### src/design/efbd_pkg.sv
// Package for the escape-framed byte deframer.
// Shared sizes, register indexes, command and state types; no dependencies.
`default_nettype none

package efbd_pkg;

  localparam int MAX_FRAME_BYTES = 64;
  localparam int FILL_W          = $clog2(MAX_FRAME_BYTES + 1);
  localparam int ADDR_W          = (MAX_FRAME_BYTES > 1) ? $clog2(MAX_FRAME_BYTES) : 1;

  localparam int QUEUE_DEPTH = 4;
  localparam int QPTR_W      = $clog2(QUEUE_DEPTH);
  localparam int QCNT_W      = $clog2(QUEUE_DEPTH + 1);

  localparam int BYTE_W    = 8;
  localparam int CFG_IDX_W = 1;

  localparam logic [CFG_IDX_W-1:0] REG_ESCAPE = 1'd0;
  localparam logic [CFG_IDX_W-1:0] REG_START  = 1'd1;

  localparam logic [BYTE_W-1:0] ESCAPE_RESET = 8'h48;
  localparam logic [BYTE_W-1:0] START_RESET  = 8'h10;

  typedef enum logic [1:0] {
    MODE_HUNT,
    MODE_HUNT_ESC,
    MODE_FRAME,
    MODE_FRAME_ESC
  } mode_t;

  typedef enum logic [1:0] {
    CMD_CLEAR,
    CMD_STORE,
    CMD_CLOSE
  } cmd_kind_t;

  typedef struct packed {
    cmd_kind_t         kind;
    logic [BYTE_W-1:0] data;
  } cmd_t;

  typedef struct packed {
    logic valid;
    logic full;
  } queue_status_t;

  typedef enum logic {
    BK_RUN,
    BK_DRAIN
  } bk_state_t;

endpackage

`default_nettype wire

### src/design/efbd_front.sv
// Front end: holds the code registers, parses the byte stream and pushes
// store, clear and close commands. Depends on efbd_pkg.
`default_nettype none

module efbd_front
  import efbd_pkg::*;
(
  input  wire logic                 clk,
  input  wire logic                 rst_n,
  input  wire logic                 cfg_we,
  input  wire logic [CFG_IDX_W-1:0] cfg_index,
  input  wire logic [BYTE_W-1:0]    cfg_wdata,
  input  wire logic                 in_tvalid,
  output logic                      in_tready,
  input  wire logic [BYTE_W-1:0]    in_tdata,
  input  wire queue_status_t        q_status,
  output logic                      q_push,
  output cmd_t                      q_cmd
);

  logic [BYTE_W-1:0] escape_r;
  logic [BYTE_W-1:0] start_r;
  mode_t             mode_r;
  mode_t             mode_nxt;
  logic              accept;
  logic              is_esc;
  logic              is_start;

  assign in_tready = !q_status.full;
  assign accept    = in_tvalid && in_tready;
  assign is_esc    = (in_tdata == escape_r);
  assign is_start  = (in_tdata == start_r);

  always_ff @(posedge clk) begin
    if (!rst_n) begin
      escape_r <= ESCAPE_RESET;
      start_r  <= START_RESET;
    end else if (cfg_we) begin
      if (cfg_index == REG_ESCAPE) begin
        escape_r <= cfg_wdata;
      end
      if (cfg_index == REG_START) begin
        start_r <= cfg_wdata;
      end
    end
  end

  always_ff @(posedge clk) begin
    if (!rst_n) begin
      mode_r <= MODE_HUNT;
    end else begin
      mode_r <= mode_nxt;
    end
  end

  always_comb begin
    mode_nxt = mode_r;
    if (accept) begin
      case (mode_r)
        MODE_HUNT: begin
          if (is_esc) mode_nxt = MODE_HUNT_ESC;
        end
        MODE_HUNT_ESC: begin
          mode_nxt = is_start ? MODE_FRAME : MODE_HUNT;
        end
        MODE_FRAME: begin
          if (is_esc) mode_nxt = MODE_FRAME_ESC;
        end
        MODE_FRAME_ESC: begin
          if (is_start) mode_nxt = MODE_HUNT;
          else if (is_esc) mode_nxt = MODE_FRAME;
          else mode_nxt = MODE_HUNT;
        end
        default: mode_nxt = MODE_HUNT;
      endcase
    end
  end

  always_comb begin
    q_push      = 1'b0;
    q_cmd.kind  = CMD_STORE;
    q_cmd.data  = in_tdata;
    case (mode_r)
      MODE_HUNT: begin
        q_push = 1'b0;
      end
      MODE_HUNT_ESC: begin
        q_push     = accept && is_start;
        q_cmd.kind = CMD_CLEAR;
      end
      MODE_FRAME: begin
        q_push     = accept && !is_esc;
        q_cmd.kind = CMD_STORE;
      end
      MODE_FRAME_ESC: begin
        q_push = accept;
        if (is_start) q_cmd.kind = CMD_CLOSE;
        else if (is_esc) q_cmd.kind = CMD_STORE;
        else q_cmd.kind = CMD_CLEAR;
      end
      default: q_push = 1'b0;
    endcase
  end

endmodule

`default_nettype wire

### src/design/efbd_cmd_fifo.sv
// Short command queue between the parser and the frame back end.
// Depends on efbd_pkg.
`default_nettype none

module efbd_cmd_fifo
  import efbd_pkg::*;
(
  input  wire logic    clk,
  input  wire logic    rst_n,
  input  wire logic    push,
  input  wire cmd_t    push_cmd,
  input  wire logic    pop,
  output cmd_t         head_cmd,
  output queue_status_t status
);

  cmd_t              slot_r [QUEUE_DEPTH];
  logic [QPTR_W-1:0] wr_ptr_r;
  logic [QPTR_W-1:0] rd_ptr_r;
  logic [QCNT_W-1:0] count_r;
  logic              do_push;
  logic              do_pop;

  assign status.valid = (count_r != '0);
  assign status.full  = (count_r == QCNT_W'(QUEUE_DEPTH));
  assign do_push      = push && !status.full;
  assign do_pop       = pop && status.valid;
  assign head_cmd     = slot_r[rd_ptr_r];

  always_ff @(posedge clk) begin
    if (do_push) begin
      slot_r[wr_ptr_r] <= push_cmd;
    end
  end

  always_ff @(posedge clk) begin
    if (!rst_n) begin
      wr_ptr_r <= '0;
      rd_ptr_r <= '0;
      count_r  <= '0;
    end else begin
      if (do_push) wr_ptr_r <= wr_ptr_r + QPTR_W'(1);
      if (do_pop) rd_ptr_r <= rd_ptr_r + QPTR_W'(1);
      case ({do_push, do_pop})
        2'b10:   count_r <= count_r + QCNT_W'(1);
        2'b01:   count_r <= count_r - QCNT_W'(1);
        default: count_r <= count_r;
      endcase
    end
  end

endmodule

`default_nettype wire

### src/design/efbd_back.sv
// Back end: executes queued commands on the frame buffer and drains a
// closed frame through a registered read and an output register. Depends on efbd_pkg.
`default_nettype none

module efbd_back
  import efbd_pkg::*;
(
  input  wire logic        clk,
  input  wire logic        rst_n,
  input  wire logic        cmd_valid,
  input  wire cmd_t        cmd,
  output logic             cmd_pop,
  output logic             out_tvalid,
  input  wire logic        out_tready,
  output logic [BYTE_W-1:0] out_tdata,
  output logic             out_tlast,
  output logic             out_tuser
);

  logic [BYTE_W-1:0] frame_mem [MAX_FRAME_BYTES];

  bk_state_t         state_r;
  bk_state_t         state_nxt;
  logic [FILL_W-1:0] fill_r;
  logic              ovf_r;
  logic [ADDR_W-1:0] idx_r;

  logic              rd_valid_r;
  logic [BYTE_W-1:0] rd_data_r;
  logic              rd_last_r;
  logic              rd_trunc_r;

  logic              out_valid_r;
  logic [BYTE_W-1:0] out_data_r;
  logic              out_last_r;
  logic              out_trunc_r;

  logic              advance;
  logic              issue;
  logic              issue_last;
  logic              room;

  assign advance    = !out_valid_r || out_tready;
  assign issue_last = (FILL_W'(idx_r) == fill_r - FILL_W'(1));
  assign room       = (fill_r < FILL_W'(MAX_FRAME_BYTES));

  always_comb begin
    cmd_pop = 1'b0;
    issue   = 1'b0;
    case (state_r)
      BK_RUN:   cmd_pop = cmd_valid;
      BK_DRAIN: issue   = !rd_valid_r || advance;
      default: begin
        cmd_pop = 1'b0;
        issue   = 1'b0;
      end
    endcase
  end

  always_comb begin
    state_nxt = state_r;
    case (state_r)
      BK_RUN: begin
        if (cmd_pop && cmd.kind == CMD_CLOSE && fill_r != '0) state_nxt = BK_DRAIN;
      end
      BK_DRAIN: begin
        if (issue && issue_last) state_nxt = BK_RUN;
      end
      default: state_nxt = BK_RUN;
    endcase
  end

  always_ff @(posedge clk) begin
    if (!rst_n) begin
      state_r <= BK_RUN;
      fill_r  <= '0;
      ovf_r   <= 1'b0;
      idx_r   <= '0;
    end else begin
      state_r <= state_nxt;
      if (cmd_pop) begin
        case (cmd.kind)
          CMD_STORE: begin
            if (room) fill_r <= fill_r + FILL_W'(1);
            else ovf_r <= 1'b1;
          end
          CMD_CLOSE: begin
            idx_r <= '0;
            if (fill_r == '0) ovf_r <= 1'b0;
          end
          default: begin
            fill_r <= '0;
            ovf_r  <= 1'b0;
          end
        endcase
      end
      if (issue) begin
        idx_r <= idx_r + ADDR_W'(1);
        if (issue_last) begin
          fill_r <= '0;
          ovf_r  <= 1'b0;
        end
      end
    end
  end

  always_ff @(posedge clk) begin
    if (cmd_pop && cmd.kind == CMD_STORE && room) begin
      frame_mem[fill_r[ADDR_W-1:0]] <= cmd.data;
    end
    if (issue) begin
      rd_data_r  <= frame_mem[idx_r];
      rd_last_r  <= issue_last;
      rd_trunc_r <= ovf_r;
    end
  end

  always_ff @(posedge clk) begin
    if (!rst_n) begin
      rd_valid_r  <= 1'b0;
      out_valid_r <= 1'b0;
    end else begin
      if (issue) rd_valid_r <= 1'b1;
      else if (advance) rd_valid_r <= 1'b0;
      if (advance) out_valid_r <= rd_valid_r;
    end
  end

  always_ff @(posedge clk) begin
    if (advance) begin
      out_data_r  <= rd_data_r;
      out_last_r  <= rd_last_r;
      out_trunc_r <= rd_trunc_r;
    end
  end

  assign out_tvalid = out_valid_r;
  assign out_tdata  = out_data_r;
  assign out_tlast  = out_last_r;
  assign out_tuser  = out_trunc_r;

endmodule

`default_nettype wire

### src/design/escape_framed_byte_deframer_top.sv
// Top level of the escape-framed byte deframer.
// Instantiates efbd_front, efbd_cmd_fifo and efbd_back; uses efbd_pkg.
//
// The block takes one received byte per cycle while the command queue has
// room and hunts for escape followed by start to open a frame; escape-escape
// stores one escape, escape-start closes the frame, any other byte after an
// escape drops it. A closed frame leaves on the output stream at one byte
// per cycle while out_tready is high, paced by the single read port of the
// 64-byte frame buffer; its close command passes through the command queue,
// and the first byte then leaves through the registered read and the output
// register. While a frame drains, the parser keeps accepting bytes until
// the four-entry command queue is full, so when the next frame follows at
// once, input stalls until the frame has drained. Empty frames emit nothing;
// bytes beyond 64 are dropped and every byte of that frame carries the
// truncated flag. No clearing pass is needed after reset.
`default_nettype none

module escape_framed_byte_deframer_top
  import efbd_pkg::*;
(
  input  wire logic                 clk,
  input  wire logic                 rst_n,
  input  wire logic                 cfg_we,
  input  wire logic [CFG_IDX_W-1:0] cfg_index,
  input  wire logic [BYTE_W-1:0]    cfg_wdata,
  input  wire logic                 in_tvalid,
  output logic                      in_tready,
  input  wire logic [BYTE_W-1:0]    in_tdata,   // [7:0] rx_byte
  output logic                      out_tvalid,
  input  wire logic                 out_tready,
  output logic [BYTE_W-1:0]         out_tdata,  // [7:0] frame_byte
  output logic                      out_tlast,
  output logic                      out_tuser   // [0] frame_truncated
);

  queue_status_t q_status;
  logic          q_push;
  cmd_t          q_cmd;
  cmd_t          head_cmd;
  logic          cmd_pop;

  efbd_front u_front (
    .clk       (clk),
    .rst_n     (rst_n),
    .cfg_we    (cfg_we),
    .cfg_index (cfg_index),
    .cfg_wdata (cfg_wdata),
    .in_tvalid (in_tvalid),
    .in_tready (in_tready),
    .in_tdata  (in_tdata),
    .q_status  (q_status),
    .q_push    (q_push),
    .q_cmd     (q_cmd)
  );

  efbd_cmd_fifo u_queue (
    .clk      (clk),
    .rst_n    (rst_n),
    .push     (q_push),
    .push_cmd (q_cmd),
    .pop      (cmd_pop),
    .head_cmd (head_cmd),
    .status   (q_status)
  );

  efbd_back u_back (
    .clk        (clk),
    .rst_n      (rst_n),
    .cmd_valid  (q_status.valid),
    .cmd        (head_cmd),
    .cmd_pop    (cmd_pop),
    .out_tvalid (out_tvalid),
    .out_tready (out_tready),
    .out_tdata  (out_tdata),
    .out_tlast  (out_tlast),
    .out_tuser  (out_tuser)
  );

endmodule

`default_nettype wire

### config.mk
export PLATFORM = sky130hd
export DESIGN_NAME = escape_framed_byte_deframer_top
export DESIGN_NICKNAME = d
export VERILOG_FILES = /design/src/design/efbd_pkg.sv /design/src/design/efbd_front.sv /design/src/design/efbd_cmd_fifo.sv /design/src/design/efbd_back.sv /design/src/design/escape_framed_byte_deframer_top.sv
export SDC_FILE = /design/constraint.sdc
export NUM_CORES = 1
export LEC_CHECK = 0
export BUFFER_PORTS_ARGS = -buffer_cell sky130_fd_sc_hd__buf_2
export CORE_ASPECT_RATIO = 0.7
export CORE_MARGIN = 10
export CORE_UTILIZATION = 30
export CTS_CLUSTER_DIAMETER = 80
export CTS_CLUSTER_SIZE = 16
export DETAILED_ROUTE_END_ITERATION = 6
export GPL_TIMING_DRIVEN = 0
export HOLD_SLACK_MARGIN = 0.05
export PLACE_DENSITY = 0.42
export RECOVER_POWER = 100
export REMOVE_ABC_BUFFERS = 1
export SETUP_SLACK_MARGIN = 0.1
export SYNTH_ARGS = -nofsm -noshare
export SYNTH_HDL_FRONTEND = slang
export SYNTH_SLANG_ARGS = --single-unit
### constraint.sdc
create_clock -name clk -period 5.45 [get_ports clk]
set_input_delay 0.2725 -clock clk [delete_from_list [all_inputs] [get_ports clk]]
set_output_delay 0.2725 -clock clk [all_outputs]
set_load 0.1 [all_outputs]
==> reports/results.ini <==
[logic_synthesis]
synth_adder_area_share_pct=0.794
synth-compound-area-share_pct=4.13
postSynthAreaPerCell_um2=18.3
synthMuxAreaShare_pct=12.6
yosysSeqAreaShare_pct=73.4
synth_xor_xnor_area_share_pct=1.07
synth_edf_count=572
synth_area_mm2=0.0246
synthArstFlopShare_pct=0
synth_simple_gate_area_share_pct=5.82
yosysWarnings=0
ys_types=64
synth_top_family_by_area=multiplexers
synth-main-ff-cell=edfxtp_1
ys_ff_latch=616
synth_cells=1341

[worst_setup_path]
rrSetupSlack_ns=0.70
critical_path_class=flop to flop
path_max_fanout=10
start_kind=flop
cp-end-kind=flop
crit_required_ns=5.66
arrival_ns=4.96

[routing]
vias_per_cell=5.00
ant_nets=0
drc=0
drt_pre_antenna_iters=5
drt-total-wl_mm=62.9
drtIter0Drc=1114
wl_per_cell_um=25.4
vias=12400

[global_routing]
use_met1_pct=19.6
grt_use_total_pct=13.2
antenna_found_initial=1
grt_use_met3_pct=3.58
grtUsageMet2_pct=19.0
grt_busiest_layer=met1
grt_max_degree=65
grt.overflow.total=0
grt_pass1_vias=12500
grt_pass1_wl_mm=91.1

[power_and_ir_drop]
peakVddDrop_mv=0.193
leakage_nw=8.02
p_total_mw=9.65
switching_share_pct=24.1
p_sw_mw=2.32
internal-power_mw=7.33
comb_power_share_pct=8.9
power_density_mw_per_mm2=353
pwr-share-clk_pct=33.0
seq_power_share_pct=58.1

[sta]
setup_viol=0
maxSlewViolCount=40
fmax_ghz=0.211
fin_crit_sh_pct=87.1
slew-limit-headroom_pct=-91.5
final.setup_skew_ns=0.0207
tightest_slew_ns=2.87
period_needed_ns=4.75
rsz0062_at_grt=false
finalHoldViolCount=0
fin_hold_ws_ns=0.0921

[layout]
regArea_mm2=0.0181
multi_input_area_mm2=0.00599
layout-drive-gt1-share_pct=15.3
fill_cells=7660
syn_to_final_growth_pct=11.1
nets=1424
n_antenna_cell=0

[cts]
cts_resized=0
cts_root_buffer=clkbuf_16
cts.sinks=616
h-tree-depth=2
cts_tree=built
clock_path_buffers=3
post-cts-setup-buffers=0
cts_buffers=44
clk_latency_ns=0.60
path_clk_slew_ns=0.08
cts_hold_buf=24

[placement]
place_congestion=0.781
io_buffers=33
hpwl_mm=38.9

[die]
die_h_um=260
coreArea_mm2=0.0809
dieArea_mm2=0.0940
start_util_pct=30.4
die_w_um=362
rows=87
io_pins=34

[worst_hold_path]
min_path_type=input port to flop

[run_status]
violations=capacitance limit, slew limit
outcome=finished with violations

[run]
maxCapViolCount=1

## layer usage
layer	vias up	part of all wire, %
met5	-	0.15
met3	71	6.6
met1	6567	49
li1	5426	-
met4	2	1.9
met2	310	43
## state kept, by name, summed over array words and instances (netlist names), 3 cells and up, named ones only
| register | cells |
|---|---|
| u_back.fill_r | 7 |
| u_back.frame_mem | 512 |
| u_back.idx_r | 6 |
| u_back.out_tdata | 8 |
| u_back.rd_data_r | 8 |
| u_front.escape_r | 8 |
| u_front.start_r | 8 |
| u_queue.count_r | 3 |
| u_queue.slot_r | 40 |
## stage by stage
step,setup TNS (ns),instances,instance area [um^2],worst slack (ns),util [%]
after floorplan,-3.70,1272,24100,-0.562,-
after global placement,-83.09,2373,25600,-5.28,31.7
after detailed placement,0,2384,25900,0.679,32.0
after CTS,0,2472,27400,0.665,33.8
after global routing,0,2473,27300,0.302,33.8
final,0,2473,27300,0.703,33.8
## final timing paths
path	startpoint	endpoint	cells after the start
worst min-delay path	in_tvalid	u_front.mode_r[0]	3
worst max-delay path	flop	u_back.frame_mem[30][3]	7
worst max register to register	flop	u_back.frame_mem[30][3]	7
worst min register to register	u_back.rd_last_r	u_back.out_tlast	0
## power groups by stage
stage	Sequential, mW	Combinational [mW]	Clock, mW
2_1_floorplan	5.70	0.466	0
3_3_place_gp	5.73	0.850	0
3_5_place_dp	5.72	0.879	0
4_1_cts	5.61	0.892	3.30
5_1_grt	5.62	0.946	3.46
6_report	5.61	0.861	3.18
## worst max-delay path: stages (launching register included)
cell	delay [ns]
dfxtp_1	0.80
mux4_2	0.64
inv_1	0.08
ha_1	0.30
nor4b_2	0.65
and2_0	0.33
nand3_1	0.58
nor2_1	0.96
## final cells by class
cell class / count / area share (%)
Clock buffer: 61 / 4.42
Clock inverter: 3 / 0.174
Inverter: 19 / 0.261
Multi-Input combinational cell: 637 / 21.9
Sequential cell: 616 / 66.1
Tap cell: 1068 / 4.89
Timing Repair Buffer: 69 / 2.18
## layout by cell type (no fill, tap or decap), drive strengths merged, types with 6 or more instances in the layout
cell	count
a2111oi	14
a211oi	12
a21oi	39
a22oi	25
and2	7
buf	21
clkbuf	85
dfxtp	44
dlygate4sd3	24
edfxtp	572
ha	14
inv	20
mux2	9
mux2i	16
mux4	126
nand2	66
nand2b	7
nand3	26
nand3b	6
nor2	93
nor2b	32
nor3	23
o21a	8
o21ai	16
xnor2	15
xor2	15
## synthesized netlist by cell type, drive strengths merged, types with 18 or more instances
library cell	n	share of area, %
mux4	126	12
nand2	66	1.0
dfxtp	44	3.6
nor2	93	1.4
nor2b	32	0.81
a21oi	39	0.79
clkbuf	22	0.45
inv	18	0.27
buf	47	1.4
edfxtp	572	70
a22oi	25	0.76
nor3	23	0.47
nand3	26	0.53
## logic make-up (layout without fill, tap and decap cells)
kind of cell / count (synthesis) / count (layout)
buffers and inverters: 88 / 152
DFF: 616 / 616
and+or+nand+nor: 296 / 296
adders and majority gates: 15 / 15
xor gates and xnor gates: 30 / 30
AOI/OAI and AO/OA: 145 / 145
muxes: 151 / 151
No activity file was read; power rests on OpenSTA's default activity.
